[src/hdl/presence_hysteresis_fsm_macros.svh]
// assertion macros for the presence hysteresis block
// used by the top level only, expects clk and arst_n in scope

`ifndef PRESENCE_HYSTERESIS_FSM_MACROS_SVH
`define PRESENCE_HYSTERESIS_FSM_MACROS_SVH

// same-cycle implication, disabled during reset
`define PHF_ASSERT_NOW(label, ante, cons, msg) \
	label: assert property (@(posedge clk) disable iff (!arst_n) (ante) |-> (cons)) \
		else $error(msg);

// next-cycle implication, disabled during reset
`define PHF_ASSERT_NEXT(label, ante, cons, msg) \
	label: assert property (@(posedge clk) disable iff (!arst_n) (ante) |=> (cons)) \
		else $error(msg);

`endif

[src/hdl/phf_pkg.sv]
// shared types, codes and reset values for the presence hysteresis block
// no dependencies
`timescale 1ns / 1ps

package phf_pkg;

	localparam int unsigned LIMIT_W = 24;
	localparam int unsigned SINCE_W = 25;
	localparam int unsigned WIDE_W  = 32;
	localparam int unsigned CNT_W   = 16;
	localparam int unsigned DT_W    = 16;
	localparam int unsigned BOX_W   = 12;
	localparam int unsigned REG_IDX_W = 3;

	// register indexes
	localparam logic [REG_IDX_W-1:0] REG_HOLD   = 3'd0;
	localparam logic [REG_IDX_W-1:0] REG_MAYBE  = 3'd1;
	localparam logic [REG_IDX_W-1:0] REG_HEUR   = 3'd2;
	localparam logic [REG_IDX_W-1:0] REG_LEFT   = 3'd3;
	localparam logic [REG_IDX_W-1:0] REG_AWAY   = 3'd4;
	localparam logic [REG_IDX_W-1:0] REG_ENGAGE = 3'd5;
	localparam logic [REG_IDX_W-1:0] REG_RETURN = 3'd6;

	typedef enum logic [2:0] {
		OP_TICK      = 3'd0,
		OP_FACE      = 3'd1,
		OP_HEUR_HIGH = 3'd2,
		OP_HEUR_LOW  = 3'd3,
		OP_LINK_DOWN = 3'd4
	} op_t;

	typedef enum logic [2:0] {
		EV_NONE       = 3'd0,
		EV_ACQUIRED   = 3'd1,
		EV_CONFIRMED  = 3'd2,
		EV_RETURNED   = 3'd3,
		EV_LOST_SHORT = 3'd4,
		EV_ENGAGED    = 3'd5,
		EV_AWAY       = 3'd6,
		EV_SETTLED    = 3'd7
	} event_t;

	// presence states, one-hot
	typedef enum logic [6:0] {
		ST_NONE    = 7'b0000001,
		ST_MAYBE   = 7'b0000010,
		ST_PRESENT = 7'b0000100,
		ST_ENGAGED = 7'b0001000,
		ST_LEFT    = 7'b0010000,
		ST_AWAY    = 7'b0100000,
		ST_SETTLED = 7'b1000000
	} state_t;

	// external state codes
	localparam logic [2:0] CODE_NONE    = 3'd0;
	localparam logic [2:0] CODE_MAYBE   = 3'd1;
	localparam logic [2:0] CODE_PRESENT = 3'd2;
	localparam logic [2:0] CODE_ENGAGED = 3'd3;
	localparam logic [2:0] CODE_LEFT    = 3'd4;
	localparam logic [2:0] CODE_AWAY    = 3'd5;
	localparam logic [2:0] CODE_SETTLED = 3'd6;

	typedef struct packed {
		logic [LIMIT_W-1:0] hold_limit_ms;
		logic [LIMIT_W-1:0] maybe_limit_ms;
		logic [LIMIT_W-1:0] heuristic_limit_ms;
		logic [LIMIT_W-1:0] left_limit_ms;
		logic [LIMIT_W-1:0] away_limit_ms;
		logic [LIMIT_W-1:0] engage_limit_ms;
		logic [LIMIT_W-1:0] return_limit_ms;
	} cfg_t;

	localparam cfg_t CFG_RESET = '{
		hold_limit_ms:      24'd5000,
		maybe_limit_ms:     24'd5000,
		heuristic_limit_ms: 24'd10000,
		left_limit_ms:      24'd30000,
		away_limit_ms:      24'd120000,
		engage_limit_ms:    24'd180000,
		return_limit_ms:    24'd60000
	};

	typedef struct packed {
		logic [2:0]       op;
		logic [DT_W-1:0]  dt_ms;
		logic [BOX_W-1:0] face_width;
		logic [BOX_W-1:0] face_height;
	} item_t;

	typedef struct packed {
		state_t             presence;
		logic               face_seen;
		logic               heuristic_seen;
		logic               confidence;
		logic [LIMIT_W-1:0] hold_timer;
		logic [LIMIT_W-1:0] maybe_timer;
		logic [LIMIT_W-1:0] heuristic_timer;
		logic [LIMIT_W-1:0] engage_timer;
		logic [SINCE_W-1:0] since_left_timer;
		logic [WIDE_W-1:0]  session_timer;
		logic [WIDE_W-1:0]  absence_timer;
		logic [CNT_W-1:0]   confirm_cnt;
		logic [CNT_W-1:0]   return_cnt;
		logic [CNT_W-1:0]   away_cnt;
	} fsm_state_t;

	localparam fsm_state_t STATE_RESET = '{
		presence:         ST_NONE,
		face_seen:        1'b0,
		heuristic_seen:   1'b0,
		confidence:       1'b0,
		hold_timer:       '0,
		maybe_timer:      '0,
		heuristic_timer:  '0,
		engage_timer:     '0,
		since_left_timer: '0,
		session_timer:    '0,
		absence_timer:    '0,
		confirm_cnt:      '0,
		return_cnt:       '0,
		away_cnt:         '0
	};

	typedef struct packed {
		logic [2:0]        event_kind;
		logic [2:0]        old_state;
		logic [2:0]        new_state;
		logic              face_flag;
		logic [2:0]        current_state;
		logic              face_confidence;
		logic [CNT_W-1:0]  confirmed_total;
		logic [CNT_W-1:0]  returned_total;
		logic [CNT_W-1:0]  away_total;
		logic [WIDE_W-1:0] session_time_ms;
		logic [WIDE_W-1:0] absence_time_ms;
	} result_t;

	function automatic logic [2:0] state_code(input state_t s);
		logic [2:0] c;
		case (s)
			ST_NONE:    c = CODE_NONE;
			ST_MAYBE:   c = CODE_MAYBE;
			ST_PRESENT: c = CODE_PRESENT;
			ST_ENGAGED: c = CODE_ENGAGED;
			ST_LEFT:    c = CODE_LEFT;
			ST_AWAY:    c = CODE_AWAY;
			ST_SETTLED: c = CODE_SETTLED;
			default:    c = CODE_NONE;
		endcase
		return c;
	endfunction

endpackage

[src/hdl/phf_item_if.sv]
// request channel carrying one sensor or tick item
// depends on phf_pkg for field widths
`timescale 1ns / 1ps

interface phf_item_if;
	logic                          valid;
	logic                          ready;
	logic [2:0]                    op;
	logic [phf_pkg::DT_W-1:0]      dt_ms;
	logic [phf_pkg::BOX_W-1:0]     face_width;
	logic [phf_pkg::BOX_W-1:0]     face_height;

	modport source (output valid, op, dt_ms, face_width, face_height, input ready);
	modport sink   (input valid, op, dt_ms, face_width, face_height, output ready);
endinterface

[src/hdl/phf_result_if.sv]
// channel carrying one result of the presence machine
// depends on phf_pkg for field widths
`timescale 1ns / 1ps

interface phf_result_if;
	logic                          valid;
	logic                          ready;
	logic [2:0]                    event_kind;
	logic [2:0]                    old_state;
	logic [2:0]                    new_state;
	logic                          face_flag;
	logic [2:0]                    current_state;
	logic                          face_confidence;
	logic [phf_pkg::CNT_W-1:0]     confirmed_total;
	logic [phf_pkg::CNT_W-1:0]     returned_total;
	logic [phf_pkg::CNT_W-1:0]     away_total;
	logic [phf_pkg::WIDE_W-1:0]    session_time_ms;
	logic [phf_pkg::WIDE_W-1:0]    absence_time_ms;

	modport source (output valid, event_kind, old_state, new_state, face_flag, current_state,
		face_confidence, confirmed_total, returned_total, away_total,
		session_time_ms, absence_time_ms, input ready);
	modport sink   (input valid, event_kind, old_state, new_state, face_flag, current_state,
		face_confidence, confirmed_total, returned_total, away_total,
		session_time_ms, absence_time_ms, output ready);
endinterface

[src/hdl/phf_cfg_regs.sv]
// limit register file, written through a plain indexed write port
// depends on phf_pkg
`timescale 1ns / 1ps

module phf_cfg_regs (
	input  logic                              clk,
	input  logic                              arst_n,
	input  logic                              write_en,
	input  logic [phf_pkg::REG_IDX_W-1:0]     reg_index,
	input  logic [phf_pkg::LIMIT_W-1:0]       write_data,
	output phf_pkg::cfg_t                     cfg
);

	phf_pkg::cfg_t cfg_q;

	always_ff @(posedge clk or negedge arst_n) begin
		if (!arst_n) begin
			cfg_q <= phf_pkg::CFG_RESET;
		end else if (write_en) begin
			case (reg_index)
				phf_pkg::REG_HOLD:   cfg_q.hold_limit_ms      <= write_data;
				phf_pkg::REG_MAYBE:  cfg_q.maybe_limit_ms     <= write_data;
				phf_pkg::REG_HEUR:   cfg_q.heuristic_limit_ms <= write_data;
				phf_pkg::REG_LEFT:   cfg_q.left_limit_ms      <= write_data;
				phf_pkg::REG_AWAY:   cfg_q.away_limit_ms      <= write_data;
				phf_pkg::REG_ENGAGE: cfg_q.engage_limit_ms    <= write_data;
				phf_pkg::REG_RETURN: cfg_q.return_limit_ms    <= write_data;
				default: ;
			endcase
		end
	end

	assign cfg = cfg_q;

endmodule

[src/hdl/phf_step.sv]
// next-state and result logic for one item of the presence machine
// depends on phf_pkg
`timescale 1ns / 1ps

module phf_step (
	input  phf_pkg::fsm_state_t cur,
	input  phf_pkg::item_t      item,
	input  phf_pkg::cfg_t       cfg,
	output phf_pkg::fsm_state_t nxt,
	output phf_pkg::result_t    res
);

	localparam logic [phf_pkg::LIMIT_W-1:0] MAX24 = '1;
	localparam logic [phf_pkg::SINCE_W-1:0] MAX25 = '1;

	logic                           sig;
	logic                           fv;
	logic                           flag;
	logic                           face_ok;
	phf_pkg::event_t                ev;
	logic [phf_pkg::LIMIT_W:0]      hold_sum, maybe_sum, heur_sum, engage_sum;
	logic [phf_pkg::SINCE_W:0]      since_sum;
	logic [phf_pkg::LIMIT_W-1:0]    hold_sat, maybe_sat, heur_sat, engage_sat;
	logic [phf_pkg::SINCE_W-1:0]    since_sat;
	logic [phf_pkg::SINCE_W-1:0]    settle_limit;
	logic [phf_pkg::WIDE_W-1:0]     dt_wide;

	// saturating timer updates
	always_comb begin
		hold_sum   = {1'b0, cur.hold_timer}      + 25'(item.dt_ms);
		maybe_sum  = {1'b0, cur.maybe_timer}     + 25'(item.dt_ms);
		heur_sum   = {1'b0, cur.heuristic_timer} + 25'(item.dt_ms);
		engage_sum = {1'b0, cur.engage_timer}    + 25'(item.dt_ms);
		since_sum  = {1'b0, cur.since_left_timer} + 26'(item.dt_ms);
		hold_sat   = hold_sum[phf_pkg::LIMIT_W]   ? MAX24 : hold_sum[phf_pkg::LIMIT_W-1:0];
		maybe_sat  = maybe_sum[phf_pkg::LIMIT_W]  ? MAX24 : maybe_sum[phf_pkg::LIMIT_W-1:0];
		heur_sat   = heur_sum[phf_pkg::LIMIT_W]   ? MAX24 : heur_sum[phf_pkg::LIMIT_W-1:0];
		engage_sat = engage_sum[phf_pkg::LIMIT_W] ? MAX24 : engage_sum[phf_pkg::LIMIT_W-1:0];
		since_sat  = since_sum[phf_pkg::SINCE_W]  ? MAX25 : since_sum[phf_pkg::SINCE_W-1:0];
		settle_limit = 25'(cfg.left_limit_ms) + 25'(cfg.away_limit_ms);
		dt_wide    = 32'(item.dt_ms);
	end

	always_comb begin
		nxt     = cur;
		ev      = phf_pkg::EV_NONE;
		flag    = 1'b0;
		sig     = cur.face_seen | cur.heuristic_seen;
		fv      = cur.face_seen;
		face_ok = (item.face_width != '0) && (item.face_height != '0);

		case (item.op)
			phf_pkg::OP_TICK: begin
				// session and absence bookkeeping on the state before the tick
				if (cur.presence == phf_pkg::ST_PRESENT || cur.presence == phf_pkg::ST_ENGAGED) begin
					nxt.session_timer = cur.session_timer + dt_wide;
					nxt.absence_timer = '0;
				end else if (!sig) begin
					nxt.absence_timer = cur.absence_timer + dt_wide;
				end else begin
					nxt.absence_timer = '0;
				end

				case (cur.presence)
					phf_pkg::ST_NONE: begin
						if (sig) begin
							nxt.presence        = phf_pkg::ST_MAYBE;
							nxt.maybe_timer     = '0;
							nxt.heuristic_timer = '0;
							ev                  = phf_pkg::EV_ACQUIRED;
						end
					end
					phf_pkg::ST_SETTLED: begin
						if (sig) begin
							nxt.presence     = phf_pkg::ST_PRESENT;
							nxt.hold_timer   = '0;
							nxt.engage_timer = '0;
							if (fv) nxt.confidence = 1'b1;
							nxt.return_cnt   = cur.return_cnt + 16'd1;
							ev               = phf_pkg::EV_RETURNED;
							flag             = fv;
						end
					end
					phf_pkg::ST_MAYBE: begin
						if (!sig) begin
							nxt.maybe_timer = maybe_sat;
							// silent fall back to none
							if (maybe_sat >= cfg.maybe_limit_ms) begin
								nxt.presence        = phf_pkg::ST_NONE;
								nxt.maybe_timer     = '0;
								nxt.heuristic_timer = '0;
							end
						end else begin
							nxt.maybe_timer = '0;
							if (fv) begin
								nxt.presence     = phf_pkg::ST_PRESENT;
								nxt.confidence   = 1'b1;
								nxt.engage_timer = '0;
								nxt.hold_timer   = '0;
								nxt.confirm_cnt  = cur.confirm_cnt + 16'd1;
								ev               = phf_pkg::EV_CONFIRMED;
								flag             = 1'b1;
							end else begin
								nxt.heuristic_timer = heur_sat;
								if (heur_sat >= cfg.heuristic_limit_ms) begin
									nxt.presence     = phf_pkg::ST_PRESENT;
									nxt.confidence   = 1'b0;
									nxt.engage_timer = '0;
									nxt.hold_timer   = '0;
									nxt.confirm_cnt  = cur.confirm_cnt + 16'd1;
									ev               = phf_pkg::EV_CONFIRMED;
								end
							end
						end
					end
					phf_pkg::ST_PRESENT: begin
						nxt.engage_timer = engage_sat;
						if (sig) begin
							nxt.hold_timer = '0;
							if (fv) nxt.confidence = 1'b1;
						end else begin
							nxt.hold_timer = hold_sat;
						end
						if (!sig && hold_sat >= cfg.hold_limit_ms) begin
							nxt.presence         = phf_pkg::ST_LEFT;
							nxt.since_left_timer = '0;
							nxt.engage_timer     = '0;
							nxt.hold_timer       = '0;
							ev                   = phf_pkg::EV_LOST_SHORT;
						end else if (engage_sat >= cfg.engage_limit_ms) begin
							nxt.presence = phf_pkg::ST_ENGAGED;
							ev           = phf_pkg::EV_ENGAGED;
						end
					end
					phf_pkg::ST_ENGAGED: begin
						if (sig) begin
							nxt.hold_timer = '0;
							if (fv) nxt.confidence = 1'b1;
						end else begin
							nxt.hold_timer = hold_sat;
							if (hold_sat >= cfg.hold_limit_ms) begin
								nxt.presence         = phf_pkg::ST_LEFT;
								nxt.since_left_timer = '0;
								nxt.hold_timer       = '0;
								ev                   = phf_pkg::EV_LOST_SHORT;
							end
						end
					end
					phf_pkg::ST_LEFT: begin
						nxt.since_left_timer = since_sat;
						if (sig) begin
							nxt.presence     = phf_pkg::ST_PRESENT;
							nxt.hold_timer   = '0;
							nxt.engage_timer = '0;
							if (fv) nxt.confidence = 1'b1;
							nxt.confirm_cnt  = cur.confirm_cnt + 16'd1;
							ev               = phf_pkg::EV_CONFIRMED;
							flag             = fv;
						end else if (since_sat >= 25'(cfg.left_limit_ms)) begin
							nxt.presence = phf_pkg::ST_AWAY;
							nxt.away_cnt = cur.away_cnt + 16'd1;
							ev           = phf_pkg::EV_AWAY;
						end
					end
					phf_pkg::ST_AWAY: begin
						nxt.since_left_timer = since_sat;
						if (sig) begin
							nxt.presence     = phf_pkg::ST_PRESENT;
							nxt.hold_timer   = '0;
							nxt.engage_timer = '0;
							if (fv) nxt.confidence = 1'b1;
							// long absence counts as a return
							if (since_sat >= 25'(cfg.return_limit_ms)) begin
								nxt.return_cnt = cur.return_cnt + 16'd1;
								ev             = phf_pkg::EV_RETURNED;
							end else begin
								nxt.confirm_cnt = cur.confirm_cnt + 16'd1;
								ev              = phf_pkg::EV_CONFIRMED;
							end
							flag = fv;
						end else if (since_sat >= settle_limit) begin
							nxt.presence = phf_pkg::ST_SETTLED;
							ev           = phf_pkg::EV_SETTLED;
						end
					end
					default: ;
				endcase
			end
			phf_pkg::OP_FACE: begin
				nxt.face_seen = face_ok;
				if (face_ok) nxt.confidence = 1'b1;
			end
			phf_pkg::OP_HEUR_HIGH: nxt.heuristic_seen = 1'b1;
			phf_pkg::OP_HEUR_LOW:  nxt.heuristic_seen = 1'b0;
			phf_pkg::OP_LINK_DOWN: begin
				nxt.face_seen  = 1'b0;
				nxt.confidence = 1'b0;
			end
			default: ;
		endcase
	end

	// transition fields read zero when nothing happened
	always_comb begin
		res.event_kind           = ev;
		res.old_state            = (ev != phf_pkg::EV_NONE) ? phf_pkg::state_code(cur.presence) : '0;
		res.new_state            = (ev != phf_pkg::EV_NONE) ? phf_pkg::state_code(nxt.presence) : '0;
		res.face_flag            = (ev != phf_pkg::EV_NONE) && flag;
		res.current_state        = phf_pkg::state_code(nxt.presence);
		res.face_confidence      = nxt.confidence;
		res.confirmed_total      = nxt.confirm_cnt;
		res.returned_total       = nxt.return_cnt;
		res.away_total           = nxt.away_cnt;
		res.session_time_ms      = nxt.session_timer;
		res.absence_time_ms      = nxt.absence_timer;
	end

endmodule

[src/hdl/presence_hysteresis_fsm.sv]
// top level of the presence hysteresis block: input register, state, result register
// depends on phf_pkg, phf_item_if, phf_result_if, phf_cfg_regs, phf_step and the macro header
`timescale 1ns / 1ps

// Presence hysteresis machine. Fuses a face box (valid when width and height are
// both nonzero) and a heuristic high/low flag into a seven-state presence machine
// (none, maybe, present, engaged, left recently, away, settled). Sensor requests only
// update the sensor flags and the confidence bit; a tick request advances the
// saturating timers by dt_ms and may make one transition, reported as an event.
// Every request produces exactly one result. Throughput is one request per clock
// unless the output stalls. A request passes the input register, one pass of the
// step logic, which also writes the state registers, and the result register. The
// result register decouples the two sides, so a new request is taken while a result
// waits; only a held result plus a full input register stalls the input. Limits are
// written through write_en / reg_index / write_data; the user must do so only while
// the block is idle, which it does not enforce. Indexes beyond the limits are ignored.

`include "presence_hysteresis_fsm_macros.svh"

module presence_hysteresis_fsm (
	input  logic                              clk,
	input  logic                              arst_n,
	phf_item_if.sink                          item,
	phf_result_if.source                      result,
	input  logic                              write_en,
	input  logic [phf_pkg::REG_IDX_W-1:0]     reg_index,
	input  logic [phf_pkg::LIMIT_W-1:0]       write_data
);

	phf_pkg::cfg_t       cfg;
	phf_pkg::fsm_state_t state_q;
	phf_pkg::fsm_state_t state_next;
	phf_pkg::item_t      item_s1;
	phf_pkg::result_t    step_res;
	phf_pkg::result_t    result_s2;
	logic                valid_s1;
	logic                valid_s2;
	logic                advance;

	phf_cfg_regs u_cfg (
		.clk        (clk),
		.arst_n     (arst_n),
		.write_en   (write_en),
		.reg_index  (reg_index),
		.write_data (write_data),
		.cfg        (cfg)
	);

	// result register empty or being drained
	assign advance    = !valid_s2 || result.ready;
	assign item.ready = !valid_s1 || advance;

	// input register
	always_ff @(posedge clk or negedge arst_n) begin
		if (!arst_n) begin
			valid_s1 <= 1'b0;
		end else if (item.ready) begin
			valid_s1 <= item.valid;
		end
	end

	always_ff @(posedge clk) begin
		if (item.valid && item.ready) begin
			item_s1.op          <= item.op;
			item_s1.dt_ms       <= item.dt_ms;
			item_s1.face_width  <= item.face_width;
			item_s1.face_height <= item.face_height;
		end
	end

	phf_step u_step (
		.cur  (state_q),
		.item (item_s1),
		.cfg  (cfg),
		.nxt  (state_next),
		.res  (step_res)
	);

	// machine state commits when the item moves into the result register
	always_ff @(posedge clk or negedge arst_n) begin
		if (!arst_n) begin
			state_q <= phf_pkg::STATE_RESET;
		end else if (valid_s1 && advance) begin
			state_q <= state_next;
		end
	end

	// result register
	always_ff @(posedge clk or negedge arst_n) begin
		if (!arst_n) begin
			valid_s2 <= 1'b0;
		end else if (advance) begin
			valid_s2 <= valid_s1;
		end
	end

	always_ff @(posedge clk) begin
		if (valid_s1 && advance) begin
			result_s2 <= step_res;
		end
	end

	assign result.valid                = valid_s2;
	assign result.event_kind           = result_s2.event_kind;
	assign result.old_state            = result_s2.old_state;
	assign result.new_state            = result_s2.new_state;
	assign result.face_flag            = result_s2.face_flag;
	assign result.current_state        = result_s2.current_state;
	assign result.face_confidence      = result_s2.face_confidence;
	assign result.confirmed_total      = result_s2.confirmed_total;
	assign result.returned_total       = result_s2.returned_total;
	assign result.away_total           = result_s2.away_total;
	assign result.session_time_ms      = result_s2.session_time_ms;
	assign result.absence_time_ms      = result_s2.absence_time_ms;

	// a held result with a full input register freezes the machine
	`PHF_ASSERT_NEXT(a_state_frozen_on_stall, valid_s1 && valid_s2 && !result.ready, $stable(state_q), "state changed while stalled")
	// no request taken while both registers are full and the output is stalled
	`PHF_ASSERT_NOW(a_no_accept_when_full, valid_s1 && valid_s2 && !result.ready, !item.ready, "request accepted while full")
	// a reported transition lands in the reported current state
	`PHF_ASSERT_NOW(a_event_matches_state, result.valid && result.event_kind != phf_pkg::EV_NONE, result.new_state == result.current_state, "event target differs from current state")

endmodule
[src/flat_wrapper.sv]
// flat-port wrapper written by rule: the top's interface ports become plain ports
module presence_hysteresis_fsm_flat 
  (clk, arst_n, write_en, reg_index, write_data, item_valid, item_op, item_dt_ms, item_face_width, item_face_height, item_ready, result_valid, result_event_kind, result_old_state, result_new_state, result_face_flag, result_current_state, result_face_confidence, result_confirmed_total, result_returned_total, result_away_total, result_session_time_ms, result_absence_time_ms, result_ready);
  phf_item_if item_i ();
  phf_result_if result_i ();
  input  logic clk;
  input  logic arst_n;
  input  logic write_en;
  input  logic [phf_pkg::REG_IDX_W-1:0] reg_index;
  input  logic [phf_pkg::LIMIT_W-1:0] write_data;
  input wire logic [$bits(item_i.valid)-1:0] item_valid;
  input wire logic [$bits(item_i.op)-1:0] item_op;
  input wire logic [$bits(item_i.dt_ms)-1:0] item_dt_ms;
  input wire logic [$bits(item_i.face_width)-1:0] item_face_width;
  input wire logic [$bits(item_i.face_height)-1:0] item_face_height;
  output wire logic [$bits(item_i.ready)-1:0] item_ready;
  output wire logic [$bits(result_i.valid)-1:0] result_valid;
  output wire logic [$bits(result_i.event_kind)-1:0] result_event_kind;
  output wire logic [$bits(result_i.old_state)-1:0] result_old_state;
  output wire logic [$bits(result_i.new_state)-1:0] result_new_state;
  output wire logic [$bits(result_i.face_flag)-1:0] result_face_flag;
  output wire logic [$bits(result_i.current_state)-1:0] result_current_state;
  output wire logic [$bits(result_i.face_confidence)-1:0] result_face_confidence;
  output wire logic [$bits(result_i.confirmed_total)-1:0] result_confirmed_total;
  output wire logic [$bits(result_i.returned_total)-1:0] result_returned_total;
  output wire logic [$bits(result_i.away_total)-1:0] result_away_total;
  output wire logic [$bits(result_i.session_time_ms)-1:0] result_session_time_ms;
  output wire logic [$bits(result_i.absence_time_ms)-1:0] result_absence_time_ms;
  input wire logic [$bits(result_i.ready)-1:0] result_ready;
  assign item_i.valid = item_valid;
  assign item_i.op = item_op;
  assign item_i.dt_ms = item_dt_ms;
  assign item_i.face_width = item_face_width;
  assign item_i.face_height = item_face_height;
  assign item_ready = item_i.ready;
  assign result_valid = result_i.valid;
  assign result_event_kind = result_i.event_kind;
  assign result_old_state = result_i.old_state;
  assign result_new_state = result_i.new_state;
  assign result_face_flag = result_i.face_flag;
  assign result_current_state = result_i.current_state;
  assign result_face_confidence = result_i.face_confidence;
  assign result_confirmed_total = result_i.confirmed_total;
  assign result_returned_total = result_i.returned_total;
  assign result_away_total = result_i.away_total;
  assign result_session_time_ms = result_i.session_time_ms;
  assign result_absence_time_ms = result_i.absence_time_ms;
  assign result_i.ready = result_ready;
  presence_hysteresis_fsm u_core (.clk(clk), .arst_n(arst_n), .item(item_i), .result(result_i), .write_en(write_en), .reg_index(reg_index), .write_data(write_data));
endmodule
[config.mk]
export PLATFORM = sky130hd
export DESIGN_NAME = presence_hysteresis_fsm_flat
export DESIGN_NICKNAME = d
export VERILOG_FILES = /design/src/hdl/phf_pkg.sv /design/src/hdl/phf_item_if.sv /design/src/hdl/phf_result_if.sv /design/src/hdl/phf_cfg_regs.sv /design/src/hdl/phf_step.sv /design/src/hdl/presence_hysteresis_fsm.sv /design/src/flat_wrapper.sv
export VERILOG_INCLUDE_DIRS = /design/src /design/src/hdl
export SDC_FILE = /design/constraint.sdc
export NUM_CORES = 2
export LEC_CHECK = 0
export ABC_AREA = 1
export BUFFER_PORTS_ARGS = -buffer_cell sky130_fd_sc_hd__buf_2
export CORE_MARGIN = 2
export CORE_UTILIZATION = 40
export CTS_CLUSTER_DIAMETER = 50
export DETAILED_ROUTE_END_ITERATION = 16
export GPL_ROUTABILITY_DRIVEN = 0
export MAX_ROUTING_LAYER = met4
export PLACE_DENSITY = 0.55
export RECOVER_POWER = 100
export SLEW_MARGIN = 15
export SYNTH_ARGS = -nofsm -noshare
export SYNTH_HDL_FRONTEND = slang
export SYNTH_HIERARCHICAL = 1
export SYNTH_SLANG_ARGS = --single-unit
[constraint.sdc]
create_clock -name clk -period 5.1 [get_ports clk]
set_input_delay 0.255 -clock clk [delete_from_list [all_inputs] [get_ports clk]]
set_output_delay 0.255 -clock clk [all_outputs]
set_load 0.01 [all_outputs]
# After elaboration in Yosys (flattened, before gate mapping)
# Index checks and enable logic that the tools add are counted.
# classes
n_div	0
n_reduce_logical	38
eq_ne	32
bitwise_logic	1
n_lt_le_gt_ge	7
add_sub_neg	11
shift	0
multipliers	0
n_mux	90
# op_table
operator	count
$mux 24	13
$mux 25	7
$mux 16	10
$mux 48	3
$mux 32	4
$mux 112	1
$mux 7	15
$add 24x16->25	4
$pmux 25 s4	1
$ge 24x24->1	4
$pmux 48 s2	1
$pmux 25 s3	1
$pmux 24 s3	1
$add 32x16->32	2
$ge 25x24->1	2
$mux 49	1
$pmux 7 s7	1
$add 16x1->16 const B	3
$pmux 16 s3	1
$pmux 3 s6	2
$mux 3	11
$pmux 16 s2	1
$add 25x16->26	1
$add 24x24->25	1
34 further kinds	88
# word_totals
wordCells	217
latchBits	0
mem_bits_ro	0
ramBits	0
n_memories	0
regBits	582

# Longest topological paths before layout
# depth
ltp_word	10
mapped_depth	40
depth_no_buf	40

# Cells and area by module
# The synthesis kept the hierarchy.
# modules_own_cells
mod	area_each_um2	seq_area_each_um2	n_inst	cells_per_inst
phf_step	19756.4	0.0	1	3604
presence_hysteresis_fsm	14755.4	11207.0	1	1233
phf_cfg_regs	6578.8	4260.3	1	736

# Worst setup path after synthesis
# Ideal clock, no wire load.
# synth_timing
path_type	register -> register
startpoint	register u_core/item_s1[25] (netlist bit)
endpoint	register u_core/state_q[168] (netlist bit)
path_stages_with_launch	32
path_slack_ns	0.630
arrival_time_ns	4.405
period_less_slack_ns	4.470
cell_sequence	edfxtp_1 -> ha_1 -> nand3_1 -> nor3_1 -> nor2_1 -> o21ai_1 -> nand2_1 -> nand2_1 -> nand2_1 -> nand2_1 -> nand3_1 -> nand2_1 -> inv_1 -> nor2_1 -> nand2_1 -> nand2_1 -> nand3_1 -> ha_1 -> a21oi_1 -> o21ai_0 -> a21oi_1 -> nand4_1 -> nand2_1 -> inv_1 -> nor2_1 -> clkbuf_1 -> o221ai_1 -> a21oi_1 -> o21ai_0 -> nand2_1 -> nand3_1 -> nand2_1
# synth_via
elab_chain_cells	5
# synth_lines
item	line	text
from (decl)	presence_hysteresis_fsm.sv:33	phf_pkg::item_t item_s1;
$add 24x16->25 (on tied branches)	phf_step.sv:31, phf_step.sv:32	
$mux 24 (on tied branches)	phf_step.sv:36, phf_step.sv:37	
$ge 24x24->1 / $mux 24 (equally long branches)	phf_step.sv:88, phf_step.sv:95	
$ne 3x3->1 (no source line) / $mux 48 (equally long branches)	--	
$reduce_and 6->1 (no source line) / $pmux 48 s2 (equally long branches)	--	
to (signal assigned)	presence_hysteresis_fsm.sv:82	state_q <= phf_pkg::STATE_RESET;
to (signal assigned)	presence_hysteresis_fsm.sv:84	state_q <= state_next;
to (decl)	presence_hysteresis_fsm.sv:31	phf_pkg::fsm_state_t state_q;
# Parallel ways exist; a longest one is shown, timed or not. The select of a mux whose other input is x is not followed.
# A chain may end at the register's enable or synchronous reset.

# Worst setup path in the final report
# layout_timing
startpoint	register u_core/item_s1[24] (netlist bit)
endpoint	register u_core.result_s2 (netlist bit u_core/result.new_state[1]) (data pin)
# layout_via
elab_chain_cells	10
# layout_lines
item	line	text
$add 24x16->25	phf_step.sv:32	heur_sum = {1'b0, cur.heuristic_timer} + 25'(item.dt_ms);
$mux 24	phf_step.sv:37	heur_sat = heur_sum[phf_pkg::LIMIT_W] ? MAX24 : heur_sum[phf_pkg::LIMIT_W-1:0];
$ge 24x24->1	phf_step.sv:105	if (heur_sat >= cfg.heuristic_limit_ms) begin
$mux 7	phf_step.sv:105	
$mux 7	phf_step.sv:95	if (fv) begin
$mux 7	phf_step.sv:85	if (!sig) begin
$pmux 7 s7	phf_step.sv:64	case (cur.presence)
$mux 7	phf_step.sv:52	case (item.op)
$eq 7x7->1, or another cell as far along	phf_pkg.sv:140	case (s)
$pmux 3 s6	phf_pkg.sv:140	
to (signal assigned)	presence_hysteresis_fsm.sv:99	result_s2 <= step_res;
to (decl)	presence_hysteresis_fsm.sv:35	phf_pkg::result_t result_s2;
# Parallel ways exist; a longest one is shown, timed or not.

==> key figures <==
Status
  • Outcome: complete, but fails checks
  • Failing checks: capacitance limit, slew limit

Hold path
  • Min-delay src: write_data[20]
  • Hold WC Path Type: input port to flop

Timing
  • Min Hold Slack: 42.1 ps
  • Post-Route Setup TNS: 0 ps
  • Max Clock Skew: 28.5 ps
  • Worst setup margin: 177 ps
  • Tmin final: slightly below 5000 ps
  • Peak Freq: 0.203 GHz
  • Max_slew headroom: -141%
  • Final hold vios: 0
  • Setup violations, final: 0
  • Worst-Margin Slew: 3610 ps
  • Final Cycle Share: 96.5%
  • Max-slew violation count: 523

Finish
  • Fin cells: 7249
  • Nets: 6188
  • Layout area overhead: 17.3%
  • Layout cells sized above 1: 11.8%
  • Finished Cell Area: 0.0482 mm²
  • Fillers: slightly above 10000
  • Post-layout utilization of the core: between 40% and 50%

Yosys
  • Post-synth top cells: nand2_1, nand3_1, inv_1
  • Synth top area cells: dfrtp_1, nand2_1, edfxtp_1, ha_1, nand3_1
  • Asr flop ratio synth: 71.0%
  • Seq/Total Area, Yosys: 37.6%
  • Synthesized area per cell: 7.37 µm²
  • Cell Area, Synth: between 0.04 and 0.05 mm²
  • FF+latch count, synth: between 500 and 600
  • Synth Warn #: 6
  • EDFF count, synth: 169
  • Synth unique cells: between 60 and 70
  • Mapped Cells: 5573
  • Leading area contributor after synthesis: dfrtp_1
  • Synth top area share: 22.4%
  • Most numerous cell in the Yosys netlist: nand2_1
  • Main flop type after synthesis: dfrtp_1
  • Syn nets: 5964

Critical path
  • Worst path arrival time: 5470 ps
  • Reg2reg end: u_core/result.new_state[1]$_DFFE_PP_
  • Kind of critical path: flop to flop
  • CP max stage delay: between 400 and 500 ps
  • CP endpoint kind: flop
  • Crit path max fanout: 9
  • Critical R2R Launch: u_core/item_s1[24]$_DFFE_PP_
  • Critical Path RT: 5650 ps
  • Critical Path Start Type: flop
  • Crit-path slowest cell: edfxtp_1
  • Critical path endpoint: u_core/result.new_state[1]$_DFFE_PP_
  • Most frequent CP cell: nor2_1
  • Worst reg2reg setup slack: 180 ps
  • R2R depth: 34
  • Worst Setup SP: u_core/item_s1[24]$_DFFE_PP_

Floorplan
  • Initial Utilization: 40.3%
  • Top Ports: 203
  • Die Wd: 325 µm
  • Core area: about 0.10 mm²
  • Die Ht: 325 µm
  • Rows: roughly 120
  • Full die area: 0.105 mm²

Placed design
  • # placed instances: 6956
  • Post-DP HPWL: 91800 µm
  • Number of port buffers: 202
  • DP Area: 0.0431 mm²
  • Pre-CTS setup slack: -292 ps

GRT
  • Initial antenna violation count: 3
  • Total gr overflow: 0
  • Largest net degree at the start of global routing: 167
  • Number of global-route vias before repair: 36500
  • First-pass GRT wire length: 211000 µm
  • Gr usage total: 26.1%

Flow run
  • Maxcap violations: 7

Route
  • Residual DRC count: 0
  • DR iter-0 viols: ~3100
  • DR WL/cell: 18.8 µm
  • Post-route antenna net violation count: 0
  • Post-Route WL: 136000 µm
  • Drt first pass iters: 6
  • Via count: 38300
  • Vias per cell: 5.28

Clock tree
  • CTS buffer count: between 90 and 100
  • Clock Path Buffers: 3
  • Reg clk slew, reported paths: 60 ps
  • Total clock sinks: 582
  • Root Driver: clkbuf_16
  • Clk Latency, worst-skew pair: 690 ps
  • H-tree depth: 3
  • CTS tree: built

Power
  • VDD IR max: 0.337 mV
  • Total power: roughly 16 mW
  • Pwr dens: 337 mW/mm²
  • Leak pwr: 24.0 nW
==> sequential cells by signal (all words and copies together) (netlist names), 3 cells and up <==
register and count:
u_core/result.new_state 3, u_core/result.confirmed_total 16, u_core/result.absence_time_ms 32, u_core/result.current_state 3, u_core/item_s1 43, u_core/result.returned_total 16, u_core/result.away_total 16, u_core/u_cfg/cfg 168
u_core/result.session_time_ms 32, u_core/result.old_state 3, u_core/result.event_kind 3, u_core/state_q 243
==> cell families (layout without fill, tap and decap cells) <==
family	after synthesis	after routing	synth area share [%]
other	0	1	0
buffers and inverters	871	1178	9.55
AOI/OAI and AO/OA	734	734	10.1
xor gates and xnor gates	134	134	2.86
and+or+nand+nor	2935	2935	30.0
muxes	1	1	0.0244
DFF	582	582	37.6
adders and majority gates	316	316	9.77
==> power by group <==
part           switching [mW]  internal, mW
Sequential              0.281          5.38
Combinational            2.55          1.18
Clock                    2.66          4.22
==> metal layers <==
metal	vias to the layer above	track usage (%)	share of wire (%)
li1	18800	-	-
met1	18000	34.8	45
met2	1197	39.8	45
met3	278	3.87	5.7
met4	0	10.8	4.0
met5	-	-	0
==> layout by cell type, fill, tap and decap left out, types with 23 or more instances in the layout <==
cell           count
or2_2             35
xnor2_1           44
edfxtp_1         169
inv_1            532
nand2_1         1880
dlygate4sd3_1     67
buf_4            128
ha_1             280
nor3_1            39
dfstp_2           46
nand2_2           32
o21ai_1           32
clkbuf_16         99
dfrtp_1          366
buf_2             60
a22oi_1           31
xor2_1            90
nand3_1          528
o21ai_0          247
inv_2             23
nand4_1           69
a21oi_1          245
ha_4              24
nor2_1           232
clkbuf_1         151
==> worst min path at each step <==
stage	to	slack (ps)	cells after the start
after floorplan	u_core/result.valid$_DFFE_PN0P_	-40	0
after global placement	u_core/state_q[226]$_DFFE_PN0P_	310	1
after detailed placement	u_core/state_q[226]$_DFFE_PN0P_	320	1
after CTS	u_core/u_cfg/cfg[91]$_DFFE_PN0P_	3	3
after global routing	u_core/u_cfg/cfg[91]$_DFFE_PN0P_	9	3
final	u_core/u_cfg/cfg[44]$_DFFE_PN0P_	40	3
==> critical path, delay by kind of cell, from the launching register on <==
kind / cells / cell delay (ps)
AO/OA/AOI/OAI: 2 / 330
adder cells (fa/ha/maj): 3 / 850
AND/OR/NAND/NOR: 23 / 2440
flip-flops: 1 / 430
buffers and inverters: 6 / 700
==> area by class of cell <==
type	instances	area (µm²)	area share [%]
Clock inverter	71	841	1.74
Multi-Input combinational cell	4120	22600	46.8
Sequential cell	582	15500	32.1
Tap cell	1368	1710	3.55
Clock buffer	109	2560	5.31
Antenna cell	1	2.50	0.00519
Inverter	564	2130	4.42
Timing Repair Buffer	434	2920	6.05
==> what timing repair did <==
item                                    in CTS  in global routing
hold buffers                                67                  0
hold endpoints to repair                   205                  0
endpoints found under the setup margin      93                234
resized for setup                           12                214
buffers inserted                            10                 35
pin swaps                                    4                 67
Power figures use the tool's default switching activity.
